## src/hw/rtl/scdb_pkg.sv

```systemverilog
// shared types, constants and calendar helpers for the day-span block
`default_nettype none

package scdb_pkg;

	localparam int DAY_W         = 5;
	localparam int MON_W         = 4;
	localparam int SPAN_W        = 21;
	localparam int YEAR_BITS_DEF = 12;
	localparam int YEAR_CALC_W   = 16;
	localparam int RES_W         = 6;
	localparam int CYCLE_LEN     = 33;
	localparam int QUEUE_DEPTH   = 2;

	localparam logic [MON_W-1:0] MONTH_LAST = MON_W'(12);
	localparam logic [SPAN_W-1:0] SPAN_MAX  = {SPAN_W{1'b1}};

	// residues of the 33-year cycle that are leap years
	localparam logic [CYCLE_LEN-1:0] LEAP_SET =
		(CYCLE_LEN'(1) << 1) | (CYCLE_LEN'(1) << 5) | (CYCLE_LEN'(1) << 9) |
		(CYCLE_LEN'(1) << 13) | (CYCLE_LEN'(1) << 17) | (CYCLE_LEN'(1) << 22) |
		(CYCLE_LEN'(1) << 26) | (CYCLE_LEN'(1) << 30);

	typedef enum logic {
		BK_IDLE,
		BK_WALK
	} back_state_t;

	// 2^5 = -1 mod 33, so fold 5-bit chunks with alternating sign
	function automatic logic [RES_W-1:0] mod33(input logic [YEAR_CALC_W-1:0] y);
		logic [6:0] pos;
		logic [5:0] neg;
		logic [7:0] r;
		pos = 7'(y[4:0]) + 7'(y[14:10]);
		neg = 6'(y[9:5]) + 6'(y[15]);
		r   = 8'(pos) + 8'(2 * CYCLE_LEN) - 8'(neg);
		for (int i = 0; i < 3; i++) begin
			if (r >= 8'(CYCLE_LEN))
				r = r - 8'(CYCLE_LEN);
		end
		return r[RES_W-1:0];
	endfunction

	function automatic logic [DAY_W-1:0] month_len(input logic [MON_W-1:0] m,
			input logic leap);
		logic [DAY_W-1:0] len;
		case (m) inside
			[MON_W'(1):MON_W'(6)]:  len = DAY_W'(31);
			[MON_W'(7):MON_W'(11)]: len = DAY_W'(30);
			MONTH_LAST:             len = leap ? DAY_W'(30) : DAY_W'(29);
			default:                len = '0;
		endcase
		return len;
	endfunction

endpackage

`default_nettype wire

```

## src/hw/rtl/solar_calendar_days_between.sv

```systemverilog
// top level of the solar calendar day-span block
`default_nettype none

// Takes two Solar Hijri dates and returns the absolute number of days between
// them, whether the first date was the later one, and a flag for an invalid
// date (then the span is 0). The front end checks and orders each item in the
// cycle it is accepted and places it in a two-entry queue; the back end walks
// the earlier date forward one day per clock until it meets the later date.
// An item is therefore loaded into the walker, stepped forward once for each
// day of the span and then, once the match is seen and the output register
// is free, has its result registered. Up to two further items are taken
// while the walker is busy; req_stall rises when the queue is full. The
// result waits in an output register until taken.
module solar_calendar_days_between #(
	parameter int YEAR_BITS = scdb_pkg::YEAR_BITS_DEF
) (
	input  wire logic                        clk,
	input  wire logic                        arst_n,
	input  wire logic                        req_valid,
	output logic                             req_stall,
	input  wire logic [scdb_pkg::DAY_W-1:0]  first_day,
	input  wire logic [scdb_pkg::MON_W-1:0]  first_month,
	input  wire logic [YEAR_BITS-1:0]        first_year,
	input  wire logic [scdb_pkg::DAY_W-1:0]  second_day,
	input  wire logic [scdb_pkg::MON_W-1:0]  second_month,
	input  wire logic [YEAR_BITS-1:0]        second_year,
	output logic                             rsp_valid,
	input  wire logic                        rsp_stall,
	output logic [scdb_pkg::SPAN_W-1:0]      day_span,
	output logic                             first_is_later,
	output logic                             bad_date
);
	import scdb_pkg::*;

	localparam int JOB_W = 2 + RES_W + 2 * (YEAR_BITS + DAY_W + MON_W);

	logic             push, full, pop, avail;
	logic [JOB_W-1:0] push_job, head_job;

	assign req_stall = full;

	scdb_front #(
		.YEAR_BITS(YEAR_BITS)
	) u_front (
		.valid        (req_valid),
		.first_day    (first_day),
		.first_month  (first_month),
		.first_year   (first_year),
		.second_day   (second_day),
		.second_month (second_month),
		.second_year  (second_year),
		.full         (full),
		.push         (push),
		.job          (push_job)
	);

	scdb_queue #(
		.DATA_W (JOB_W),
		.DEPTH  (QUEUE_DEPTH)
	) u_queue (
		.clk       (clk),
		.arst_n    (arst_n),
		.push      (push),
		.push_data (push_job),
		.full      (full),
		.pop       (pop),
		.avail     (avail),
		.head      (head_job)
	);

	scdb_back #(
		.YEAR_BITS(YEAR_BITS)
	) u_back (
		.clk            (clk),
		.arst_n         (arst_n),
		.avail          (avail),
		.job            (head_job),
		.pop            (pop),
		.valid          (rsp_valid),
		.stall          (rsp_stall),
		.day_span       (day_span),
		.first_is_later (first_is_later),
		.bad_date       (bad_date)
	);

endmodule

`default_nettype wire

```

## src/hw/rtl/scdb_front.sv

```systemverilog
// front end: checks both dates, orders them and builds a walk job
`default_nettype none

module scdb_front #(
	parameter int YEAR_BITS = scdb_pkg::YEAR_BITS_DEF
) (
	input  wire logic                        valid,
	input  wire logic [scdb_pkg::DAY_W-1:0]  first_day,
	input  wire logic [scdb_pkg::MON_W-1:0]  first_month,
	input  wire logic [YEAR_BITS-1:0]        first_year,
	input  wire logic [scdb_pkg::DAY_W-1:0]  second_day,
	input  wire logic [scdb_pkg::MON_W-1:0]  second_month,
	input  wire logic [YEAR_BITS-1:0]        second_year,
	input  wire logic                        full,
	output logic                             push,
	output logic [2+scdb_pkg::RES_W+2*(YEAR_BITS+scdb_pkg::DAY_W+scdb_pkg::MON_W)-1:0] job
);
	import scdb_pkg::*;

	logic [RES_W-1:0] res1, res2;
	logic [DAY_W-1:0] len1, len2;
	logic             ok1, ok2, later;

	assign res1 = mod33(YEAR_CALC_W'(first_year));
	assign res2 = mod33(YEAR_CALC_W'(second_year));
	assign len1 = month_len(first_month, LEAP_SET[res1]);
	assign len2 = month_len(second_month, LEAP_SET[res2]);
	assign ok1  = (len1 != '0) && (first_day != '0) && (first_day <= len1);
	assign ok2  = (len2 != '0) && (second_day != '0) && (second_day <= len2);

	// valid dates order lexicographically by year, month, day
	assign later = {first_year, first_month, first_day} >
		{second_year, second_month, second_day};

	assign push = valid && !full;

	always_comb begin
		if (!(ok1 && ok2)) begin
			// walk from zero to zero: count stays 0
			job = '0;
			job[$bits(job)-1] = 1'b1;
		end else if (later) begin
			job = {1'b0, 1'b1, res2, second_year, second_month, second_day,
				first_year, first_month, first_day};
		end else begin
			job = {1'b0, 1'b0, res1, first_year, first_month, first_day,
				second_year, second_month, second_day};
		end
	end

endmodule

`default_nettype wire

```

## src/hw/rtl/scdb_queue.sv

```systemverilog
// small fifo between the front end and the day walker
`default_nettype none

module scdb_queue #(
	parameter int DATA_W = 8,
	parameter int DEPTH  = scdb_pkg::QUEUE_DEPTH
) (
	input  wire logic              clk,
	input  wire logic              arst_n,
	input  wire logic              push,
	input  wire logic [DATA_W-1:0] push_data,
	output logic                   full,
	input  wire logic              pop,
	output logic                   avail,
	output logic [DATA_W-1:0]      head
);
	localparam int PTR_W = (DEPTH > 1) ? $clog2(DEPTH) : 1;
	localparam int CNT_W = $clog2(DEPTH + 1);

	logic [DATA_W-1:0] mem_q [DEPTH];
	logic [PTR_W-1:0]  wr_ptr_q, rd_ptr_q;
	logic [CNT_W-1:0]  count_q;

	assign full  = (count_q == CNT_W'(DEPTH));
	assign avail = (count_q != '0);
	assign head  = mem_q[rd_ptr_q];

	always_ff @(posedge clk) begin
		if (push)
			mem_q[wr_ptr_q] <= push_data;
	end

	always_ff @(posedge clk or negedge arst_n) begin
		if (!arst_n) begin
			wr_ptr_q <= '0;
			rd_ptr_q <= '0;
			count_q  <= '0;
		end else begin
			if (push)
				wr_ptr_q <= (wr_ptr_q == PTR_W'(DEPTH - 1)) ? '0 : wr_ptr_q + 1'b1;
			if (pop)
				rd_ptr_q <= (rd_ptr_q == PTR_W'(DEPTH - 1)) ? '0 : rd_ptr_q + 1'b1;
			if (push && !pop)
				count_q <= count_q + 1'b1;
			else if (pop && !push)
				count_q <= count_q - 1'b1;
		end
	end

endmodule

`default_nettype wire

```

## src/hw/rtl/scdb_back.sv

```systemverilog
// back end: walks the earlier date forward one day a cycle to the later one
`default_nettype none

module scdb_back #(
	parameter int YEAR_BITS = scdb_pkg::YEAR_BITS_DEF
) (
	input  wire logic                         clk,
	input  wire logic                         arst_n,
	input  wire logic                         avail,
	input  wire logic [2+scdb_pkg::RES_W+2*(YEAR_BITS+scdb_pkg::DAY_W+scdb_pkg::MON_W)-1:0] job,
	output logic                              pop,
	output logic                              valid,
	input  wire logic                         stall,
	output logic [scdb_pkg::SPAN_W-1:0]       day_span,
	output logic                              first_is_later,
	output logic                              bad_date
);
	import scdb_pkg::*;

	logic             j_bad, j_later;
	logic [RES_W-1:0] j_res;
	logic [YEAR_BITS-1:0] j_wy, j_gy;
	logic [MON_W-1:0] j_wm, j_gm;
	logic [DAY_W-1:0] j_wd, j_gd;

	back_state_t state_q, state_d;

	logic [DAY_W-1:0]     walk_day_q, goal_day_q;
	logic [MON_W-1:0]     walk_month_q, goal_month_q;
	logic [YEAR_BITS-1:0] walk_year_q, goal_year_q;
	logic [RES_W-1:0]     walk_res_q;
	logic [SPAN_W-1:0]    span_count_q;
	logic                 later_q, bad_q;

	logic [SPAN_W-1:0] span_q;
	logic              out_later_q, out_bad_q, out_valid_q;

	logic             at_goal, out_free, load_out, step;
	logic [DAY_W-1:0] mlen;

	assign {j_bad, j_later, j_res, j_wy, j_wm, j_wd, j_gy, j_gm, j_gd} = job;

	assign at_goal  = (walk_day_q == goal_day_q) && (walk_month_q == goal_month_q) &&
		(walk_year_q == goal_year_q);
	assign out_free = !out_valid_q || !stall;
	assign mlen     = month_len(walk_month_q, LEAP_SET[walk_res_q]);

	always_comb begin
		state_d = state_q;
		case (state_q)
			BK_IDLE: begin
				if (avail)
					state_d = BK_WALK;
			end
			BK_WALK: begin
				if (at_goal && out_free)
					state_d = BK_IDLE;
			end
			default: state_d = BK_IDLE;
		endcase
	end

	always_comb begin
		pop      = 1'b0;
		load_out = 1'b0;
		step     = 1'b0;
		case (state_q)
			BK_IDLE: pop = avail;
			BK_WALK: begin
				load_out = at_goal && out_free;
				step     = !at_goal;
			end
			default: ;
		endcase
	end

	always_ff @(posedge clk or negedge arst_n) begin
		if (!arst_n) begin
			state_q     <= BK_IDLE;
			out_valid_q <= 1'b0;
		end else begin
			state_q <= state_d;
			if (load_out)
				out_valid_q <= 1'b1;
			else if (!stall)
				out_valid_q <= 1'b0;
		end
	end

	always_ff @(posedge clk) begin
		if (pop) begin
			walk_day_q   <= j_wd;
			walk_month_q <= j_wm;
			walk_year_q  <= j_wy;
			walk_res_q   <= j_res;
			goal_day_q   <= j_gd;
			goal_month_q <= j_gm;
			goal_year_q  <= j_gy;
			later_q      <= j_later;
			bad_q        <= j_bad;
			span_count_q <= '0;
		end else if (step) begin
			if (span_count_q != SPAN_MAX)
				span_count_q <= span_count_q + 1'b1;
			if (walk_day_q < mlen) begin
				walk_day_q <= walk_day_q + 1'b1;
			end else begin
				walk_day_q <= DAY_W'(1);
				if (walk_month_q < MONTH_LAST) begin
					walk_month_q <= walk_month_q + 1'b1;
				end else begin
					walk_month_q <= MON_W'(1);
					walk_year_q  <= walk_year_q + 1'b1;
					walk_res_q   <= (walk_res_q == RES_W'(CYCLE_LEN - 1)) ? '0 :
						walk_res_q + 1'b1;
				end
			end
		end
		if (load_out) begin
			span_q      <= span_count_q;
			out_later_q <= later_q;
			out_bad_q   <= bad_q;
		end
	end

	assign valid          = out_valid_q;
	assign day_span       = span_q;
	assign first_is_later = out_later_q;
	assign bad_date       = out_bad_q;

endmodule

`default_nettype wire
```

## config.mk

```make
export PLATFORM = sky130hd
export DESIGN_NAME = solar_calendar_days_between
export DESIGN_NICKNAME = d
export VERILOG_FILES = /design/src/hw/rtl/scdb_pkg.sv /design/src/hw/rtl/solar_calendar_days_between.sv /design/src/hw/rtl/scdb_front.sv /design/src/hw/rtl/scdb_queue.sv /design/src/hw/rtl/scdb_back.sv
export SDC_FILE = /design/constraint.sdc
export NUM_CORES = 1
export LEC_CHECK = 0
export BUFFER_PORTS_ARGS = -buffer_cell sky130_fd_sc_hd__buf_2
export CAP_MARGIN = 40
export CORE_ASPECT_RATIO = 1.5
export CORE_MARGIN = 2
export CORE_UTILIZATION = 53
export CTS_CLUSTER_SIZE = 25
export DETAILED_ROUTE_END_ITERATION = 8
export PLACE_DENSITY = 0.8
export SKIP_CTS_REPAIR_TIMING = 1
export SLEW_MARGIN = 20
export SYNTH_ARGS = -nofsm -noshare
export SYNTH_HDL_FRONTEND = slang
export SYNTH_SLANG_ARGS = --single-unit
```

## constraint.sdc

```tcl
create_clock -name clk -period 9.35 [get_ports clk]
set_clock_uncertainty 0.15 [all_clocks]
set_input_delay 0.935 -clock clk [delete_from_list [all_inputs] [get_ports clk]]
set_output_delay 0.935 -clock clk [all_outputs]
set_load 0.02 [all_outputs]
```

-- Yosys cells after proc, flatten, opt, wreduce, memory -nomap -nowiden
Memories as Yosys holds them, arrays and structs flattened. A register that Yosys moved wholly into a read port is not among the register bits.
Index checks and enable logic that the tools add are counted.
- mux-type cells: 54
- $lt $le $gt $ge: 26
- equality and inequality tests: 12
- add/subtract/negate cells: 21
- reductions and logical operators: 34
- multiply operators: 0
- bitwise gates (word level): 1
- divide/modulo/power cells: 0
- shift operators: 0
- operators with widths (kind ; count):
    5-bit 2-to-1 mux ; 12
    50-bit 2-to-1 mux ; 1
    49-bit 2-to-1 mux ; 1
    8-bit by 6-bit greater-or-equal comparator with 1-bit output (second input constant) ; 6
    12-bit 2-to-1 mux ; 4
    6-bit 2-to-1 mux ; 8
    8-bit 2-to-1 mux ; 4
    8-bit by 6-bit subtractor with 8-bit output (second input constant) ; 4
    21-bit by 1-bit adder with 21-bit output (second input constant) ; 1
    21-bit > comparator ; 1
    6-bit by 7-bit < comparator with 1-bit output (second input constant) ; 3
    21-bit != test (second input constant) ; 1
    5-bit nonzero test ; 4
    1-bit logical AND ; 17
    7-bit by 7-bit adder with 8-bit output (second input constant) ; 2
    4-bit 2-to-1 mux ; 4
    8-bit by 5-bit subtractor with 8-bit output ; 2
    1-bit 2-to-1 mux ; 14
    12-bit by 1-bit adder with 12-bit output (second input constant) ; 1
    5-bit by 2-bit adder with 6-bit output ; 2
    12-bit equality test ; 1
    4-bit equality test (second input constant) ; 3
    4-bit by 1-bit greater-or-equal comparator with 1-bit output (second input constant) ; 3
    4-bit by 3-bit greater-or-equal comparator with 1-bit output (second input constant) ; 3
    26 further kinds ; 46
- memory bits (writable): 100
- memories kept: 4
- register bits: 100
- logic and storage cells: 170
- bits in latches: 0
- bits of input ports: 46
- bits in read-only memories: 192
- memory list (memory ; words ; width ; rd ports ; clocked after memory_dff ; write ports ; line ; text):
    u_queue.mem_q ; 2 ; 50 ; 1 ; 0 ; 1 ; scdb_queue.sv:20 ; logic [DATA_W-1:0] mem_q [DEPTH];
    (name not given) ; 64 ; 1 ; 1 ; 1 ; 0 ; scdb_back.sv:46 ; assign mlen = month_len(walk_month_q, LEAP_SET[walk_res_q]);
    (name not given) ; 64 ; 1 ; 1 ; 0 ; 0 ; scdb_front.sv:26 ; assign len1 = month_len(first_month, LEAP_SET[res1]);
    (name not given) ; 64 ; 1 ; 1 ; 0 ; 0 ; scdb_front.sv:27 ; assign len2 = month_len(second_month, LEAP_SET[res2]);

-- Longest topological paths before layout
Gate-level depths: netlist (run 1).
- word-level depth: 20
- depth in mapped cells: 42
- gate-level depth less buffers: 40

-- Hierarchy
A second synthesis (run 1) with hierarchy kept.
- cell total of the unflattened synthesis: 1260
- area, all modules: 13340.3 µm²
- by module, submodules not included (module ; times used ; cells each ; area each (µm²)):
    scdb_front ; 1 ; 693 ; 4684.5
    scdb_back ; 1 ; 395 ; 4605.7
    scdb_queue ; 1 ; 172 ; 4050.1

-- Worst setup path before layout (run 1)
Ideal clock, no wire load.
- path type: input -> register
- start point: input port first_year[0]
- end point: memory u_queue.mem_q[0][45] (netlist bit), data pin
- buffers on the path: 2
- setup time: 0.184 ns
- required time: 9.016 ns
- slack: 0.014 ns
- arrival time: 9.003 ns
- stages: 41
- cell sequence: ha_1 > inv_1 > fa_1 > ha_1 > inv_1 > ha_1 > inv_1 > fa_1 > nand2b_1 > a21oi_2 > xnor2_1 > o211a_1 > buf_2 > xnor2_1 > ha_1 > and3_1 > o2111ai_1 > o211ai_2 > [5 not listed] > inv_1 > o41ai_1 > and2_1 > o221ai_1 > or3_1 > a31o_2 > a31o_2 > ha_1 > nor2b_1 > o21a_1 > o21ai_0 > nand2b_1 > a21oi_1 > a31oi_1 > a2111oi_0 > o21ai_1 > clkbuf_1 > a211oi_1
- cells in the longest elaborated chain, start to end: 20
- elaborated cells on any way between the ends: 26
- those cells by class: add/sub (6); order compare (5); mux (10); reduce/logical (4); memory (1)
- RTL lines (item ; line ; text):
    start, declared ; solar_calendar_days_between.sv:23 ; input wire logic [YEAR_BITS-1:0] first_year,
    branches (longest 19 deep; another with 7-bit by 7-bit adder with 8-bit output) ; -- ;
    50-bit 2-to-1 mux * ; scdb_front.sv:38 ; if (!(ok1 && ok2)) begin
    via push_job[45] ; solar_calendar_days_between.sv:38 ; logic [JOB_W-1:0] push_job, head_job;
    end, declared ; scdb_queue.sv:20 ;
Mark *: on every way through the listed nets, which the timed path passes. The select of a mux whose other input is x is not followed.

-- Worst setup path after layout (run 1)
- start point: input port second_year[0]
- end point: memory u_queue.mem_q[0][17] (netlist bit), data pin
- cells in the longest elaborated chain, start to end: 20
- elaborated cells on any way between the ends: 26
- those cells by class: add/sub (6); order compare (5); mux (10); reduce/logical (4); memory (1)
- RTL lines (item ; line ; text):
    start, declared ; solar_calendar_days_between.sv:26 ; input wire logic [YEAR_BITS-1:0] second_year,
    branches (longest 19 deep; another with 7-bit by 7-bit adder with 8-bit output) ; -- ;
    50-bit 2-to-1 mux * ; scdb_front.sv:38 ;
    via push_job[17] ; solar_calendar_days_between.sv:38 ;
Marks and branches as above.

==> metrics.txt, run 1 <==
Worst Path Required around 9500 ps; synthesized area 0.0126 mm²; Crit path arrival time a little under 9000 ps; share of cells above drive strength 1 15.8%; Bufs on Longest Clock Path 3; setup TNS 0 ps; antenna violations before repair 0; CP Launch Type primary input; Area after DPL 0.0135 mm²; status completed; dpl hpwl just over 20000 µm; most used cell, CP ha_1; initial core utilization 53.5%; CTS tree built; Inserted Diodes 0; crit path kind primary input to register; CTS Buf Count 18; Clock H-tree levels 1; largest net degree at the start of global routing 55; crit share post-route 93.9%; Post-synth EDFFs around 170; gpl congestion 0.918; area occupied by multi-input gates 0.00643 mm²; fillers 1909; Clk Latency, worst-skew pair roughly 470 ps; Iteration-0 DRC Markers between 500 and 600; Period minus WS final 8780 ps; DRC errors left 0; Worst path max stage delay ~430 ps; Rows 69; vias in the first global route 9341; Worst-path clk slew about 70 ps; vias per cell 5.86; VDD IR max 0.000166 V; Post-Synthesis Cells 1220; Max Freq roughly 110 MHz; die height 192 µm; Syn Area/Cell 10.3 µm²; Synth Warn # 0; CP max FO 51; Initial DRT Pass Iterations 5; final setup vio count 0; total grt overflow 0; Yosys reg bits ~200; Pwr per Cell Area 248 mW/mm²; fin area 0.0142 mm²; number of I/O pins between 70 and 80; WL final 27900 µm; Tot GR Track Use 22.3%; commonest non-fill, non-tap cell in the layout edfxtp_1; Core ar. 0.0235 mm²; ys flop type edfxtp_1; Die X 130 µm; Worst-Margin Slew ~820 ps; Max Cap Viol 0; Hold WC Path Type primary input to async pin; Die ar. 0.0250 mm²; clock tree root buffer cell clkbuf_16; max-slew violations 0; area grow syn2layout 13.0%; Pleak 5.75 nW; Vias 9574; Synth area leaders edfxtp_1 41%, ha_1 8.3%, a21oi_1 3.8%; first-pass GRT wire length 45300 µm; Worst setup EP type register; WL/cell about 17 µm; Async SR Flop Fraction ~3.0%; Final nets 1436; post-synth net total 1353; area leader, netlist edfxtp_1; Reg area approximately 0.0058 mm²; slowest CP cell fa_1; Clock Sinks 201; top-area cell type share of the netlist area 41.4%; commonest cells after routing, fill and taps aside 173 x edfxtp_1, 92 x a21oi_1, 83 x ha_1, 82 x nor2_1, 80 x o21ai_0; Final Hold Fails 0; post-synthesis sequential area ratio approximately 46%; IO Port Bufs 70; Antenna Nets Post-Route 0; max_slew headroom 45.1%; synth unique cells 85
==> through the flow <==
step                std cells  util (%)  worst slack, ps  power [mW]  hold slack, ps
floorplan                1220         -             13.6        2.25             250
global placement         1601      57.3             21.7        2.67             264
CTS                      1634      60.0              158        3.47             129
global route             1634      60.4            -6.98        3.72             134
finish                   1634      60.4              566        3.51             131
detailed placement       1602      57.4             -328        2.71             263
==> power breakdown <==
group / leakage (nW) / switching (mW) / total [mW] / internal (mW)
logic: 3.55 / 0.947 / 1.59 / 0.639
clock network: 0.299 / 0.300 / 0.755 / 0.454
registers: 1.90 / 0.0349 / 1.17 / 1.14
total: 5.75 / 1.28 / 3.51 / 2.23
==> area by class of cell <==
type / count / area share, %
Clock buffer: 27 / 3.79
Clock inverter: 5 / 0.547
Inverter: 75 / 1.99
Multi-Input combinational cell: 897 / 45.4
Sequential cell: 201 / 40.8
Tap cell: 319 / 2.81
Timing Repair Buffer: 110 / 4.70
==> worst max-delay path, delay by kind of cell <==
kind / cells / cell delay [ps]
compound gates: 14 / 3140
xor+xnor: 1 / 180
fa+ha+maj: 8 / 2300
buf+inv: 7 / 730
mux: 1 / 310
simple gates: 8 / 1290
==> metal layers <==
metal,vias up,track usage (%),share of wire [%]
met5,-,0,0
met4,0,9.68,4.3
met3,76,1.72,3.7
met2,291,41.2,53
met1,4555,26.3,39
li1,4652,-,-
==> cells in the mapped netlist, types with 5 or more instances <==
library cell,count
and3_1,20
xnor2_1,48
buf_2,6
buf_1,6
nand3_1,70
mux2_2,28
clkbuf_1,35
nand4_1,11
ha_1,83
o211ai_1,5
a21o_1,11
or3_1,8
nor3b_1,5
mux2i_1,30
xor2_1,45
o31ai_1,5
inv_1,74
nor4_1,7
a21oi_1,95
a31oi_1,5
nand2b_1,16
dfrtp_1,6
o22ai_1,10
nor2_1,83
o21ai_0,82
nor2b_1,12
and2_1,8
a211oi_1,12
o21a_1,12
nand2_1,68
edfxtp_1,173
nor3_1,26
dfxtp_1,22
==> path summary, 6_finish.rpt <==
path,end,slack (ps),from,cells past startpoint
hold reg to reg,u_back.bad_date,280,u_back.bad_q,0
max in group asynchronous,u_queue.rd_ptr_q,8750,arst_n,1
hold / removal,u_queue.count_q[0],130,arst_n,1
setup / recovery,u_queue.mem_q[0][17],570,second_year[0],39
min in group clk,u_back.bad_date,280,u_back.bad_q,0
setup reg to reg,register,5580,u_back.walk_month_q[0],14
==> flip-flops by register name (all words and copies together), names as in the netlist, named ones only <==
register and cells:
u_queue.mem_q 100, u_back.walk_year_q 12, u_back.valid 1, u_back.walk_day_q 5
u_back.span_count_q 21, u_back.state_q 1, u_back.bad_q 1, u_queue.wr_ptr_q 1
u_back.goal_month_q 4, u_back.bad_date 1, u_back.day_span 21, u_back.walk_month_q 4
u_back.goal_year_q 12, u_queue.rd_ptr_q 1, u_back.later_q 1, u_back.walk_res_q 6
u_back.goal_day_q 5, u_queue.count_q 2, u_back.first_is_later 1
==> cell families after synthesis <==
kind of cell,Yosys count,synth area share [%]
mux,58,4.90
simple gates,355,14.1
xor+xnor,94,6.62
fa+ha+maj,87,8.91
flops,201,46.1
buf+inv,122,3.71
compound gates,303,15.7
Note: power is estimated with default switching activity, not from simulation.
==> run 2, diff against run 1 <==
--- a/config.mk
+++ b/config.mk
@@ -9,10 +9,11 @@
 export CAP_MARGIN = 40
 export CORE_ASPECT_RATIO = 1.5
 export CORE_MARGIN = 2
-export CORE_UTILIZATION = 53
+export CORE_UTILIZATION = 45
 export CTS_CLUSTER_SIZE = 25
 export DETAILED_ROUTE_END_ITERATION = 8
-export PLACE_DENSITY = 0.8
+export GPL_TIMING_DRIVEN = 0
+export PLACE_DENSITY = 0.71
 export SKIP_CTS_REPAIR_TIMING = 1
 export SLEW_MARGIN = 20
 export SYNTH_ARGS = -nofsm -noshare
==> metrics.txt, run 2 (synthesized netlist as in run 1, its figures left out) <==
status completed; Iteration-0 DRC Markers about 650; CTS tree built; most used cell, CP ha_1; Max Cap Viol 0; post-placement cell count ~1.6k; WL final 30200 µm; max_slew headroom 43.1%; commonest non-fill, non-tap cell in the layout edfxtp_1; gpl congestion 0.956; Die X roughly 140 µm; Reg with most FFs u_queue.mem_q; Worst-Margin Slew 853 ps; max-slew violations 0; first-pass GRT wire length 47500 µm; slowest CP cell fa_2; initial core utilization roughly 46%; Max Freq 111 MHz; largest net degree at the start of global routing 51; Area after DPL 0.0135 mm²; fin area about 0.015 mm²; Crit path arrival time about 9000 ps; Core ar. 0.0273 mm²; Pleak 5.84 nW; WL/cell 17.8 µm; vias in the first global route 9517; Rows between 70 and 80; Hold WC Path Type primary input to async pin; DRC errors left 0; Clock H-tree levels 1; Worst setup EP type register; Worst Path Required 9520 ps; crit share post-route 96.0%; Finished Core Util 54.1%; grt peak-use layer met2; Final Hold Fails 0; IO Port Bufs 70; Period minus WS final about 9000 ps; antenna violations before repair 0; Tot GR Track Use 20.0%; clock tree root buffer cell clkbuf_16; Largest register FFs 100; VDD IR max 0.000172 V; met3 usage 1.96%; final setup vio count 0; Pwr per Cell Area approximately 250 mW/mm²; Worst-path clk slew roughly 70 ps; area grow syn2layout 17.8%; met2 Use GR a little under two fifths; die height 209 µm; Vias 9713; number of I/O pins 71; Inserted Diodes 0; met1 Use GR 22.5%; Worst path max stage delay 440 ps; CTS Buf Count 18; Non-Filler Instances 1694; Antenna Nets Post-Route 0; Final nets 1473; dpl hpwl approximately 23000 µm; crit path kind primary input to register; commonest cells after routing, fill and taps aside 173 x edfxtp_1, 81 x ha_1, 80 x nor2_1, 79 x o21ai_0, 75 x buf_2; Die ar. 0.0293 mm²; Initial DRT Pass Iterations 6; total grt overflow 0; Clk Latency, worst-skew pair 490 ps; CP Launch Type primary input; vias per cell 5.73; Bufs on Longest Clock Path 3; PnR Total Power approximately 3.6 mW; share of cells above drive strength 1 20.0%; Clock Sinks 201; setup TNS 0 ps; Worst Path Buf+Inv 9; Top delay family on crit path compound AO/OA/AOI/OAI gates; CP max FO 10
==> run 2: cell count changes in the layout (fill, tap and decap cells not counted), sizes merged <==
cell      delta
clkbuf      +24
inv          +2
bufinv       -1
clkinv       +1
buf          +7
clkinvlp     +4
==> run 2: worst paths after layout <==
path	cells past startpoint	startpoint	slack, ps	to
min reg2reg	0	u_back.bad_q	290	u_back.bad_date
max reg2reg	14	u_back.walk_month_q[0]	5540	register
min	1	arst_n	120	u_queue.rd_ptr_q
max in group asynchronous	1	arst_n	8760	u_back.valid
min in group clk	0	u_back.bad_q	290	u_back.bad_date
max	43	first_year[0]	380	u_queue.mem_q[0][10]
==> run 2: worst reg2reg max path, stage by stage (launching register included) <==
cell      delay [ps]
edfxtp_1         490
inv_1            100
ha_1             190
nor3b_1          130
a311oi_1         420
nor2_1           170
ha_1             300
nor2b_1          120
o21a_1           110
o21ai_0           70
nand2_1          140
and2_1           310
a21boi_2         410
buf_6            250
mux2_2           350
==> run 2: final cells by class <==
class	instances	area, µm²
clock inverters	11	100
clock buffers	21	483
plain buffers	46	218
multi-input cells	897	6850
well taps	342	428
fillers	2334	12500
flip-flops and latches	201	5790
inverters	75	282
repair buffers	101	641
==> run 2: metal layers <==
| metal | part of all wire (%) | wire length (µm) |
|---|---|---|
| met1 | 38 | 11600 |
| met3 | 3.8 | 1140 |
| met4 | 5.4 | 1620 |
| met5 | 0 | 0 |
| met2 | 52 | 15800 |
==> run 2: report_power, final <==
group	switching, mW	leakage (nW)	internal, mW	total (mW)
Sequential	0.0322	1.90	1.14	1.17
Combinational	1.04	3.66	0.702	1.74
Clock	0.322	0.274	0.404	0.727
==> run 2: per-stage QoR <==
stage	hold WS, ps	worst slack, ps
5_1_grt	130	-49.4
6_report	123	375
2_1_floorplan	250	13.6
4_1_cts	121	-1330
3_5_place_dp	275	-1810
3_3_place_gp	261	-1540
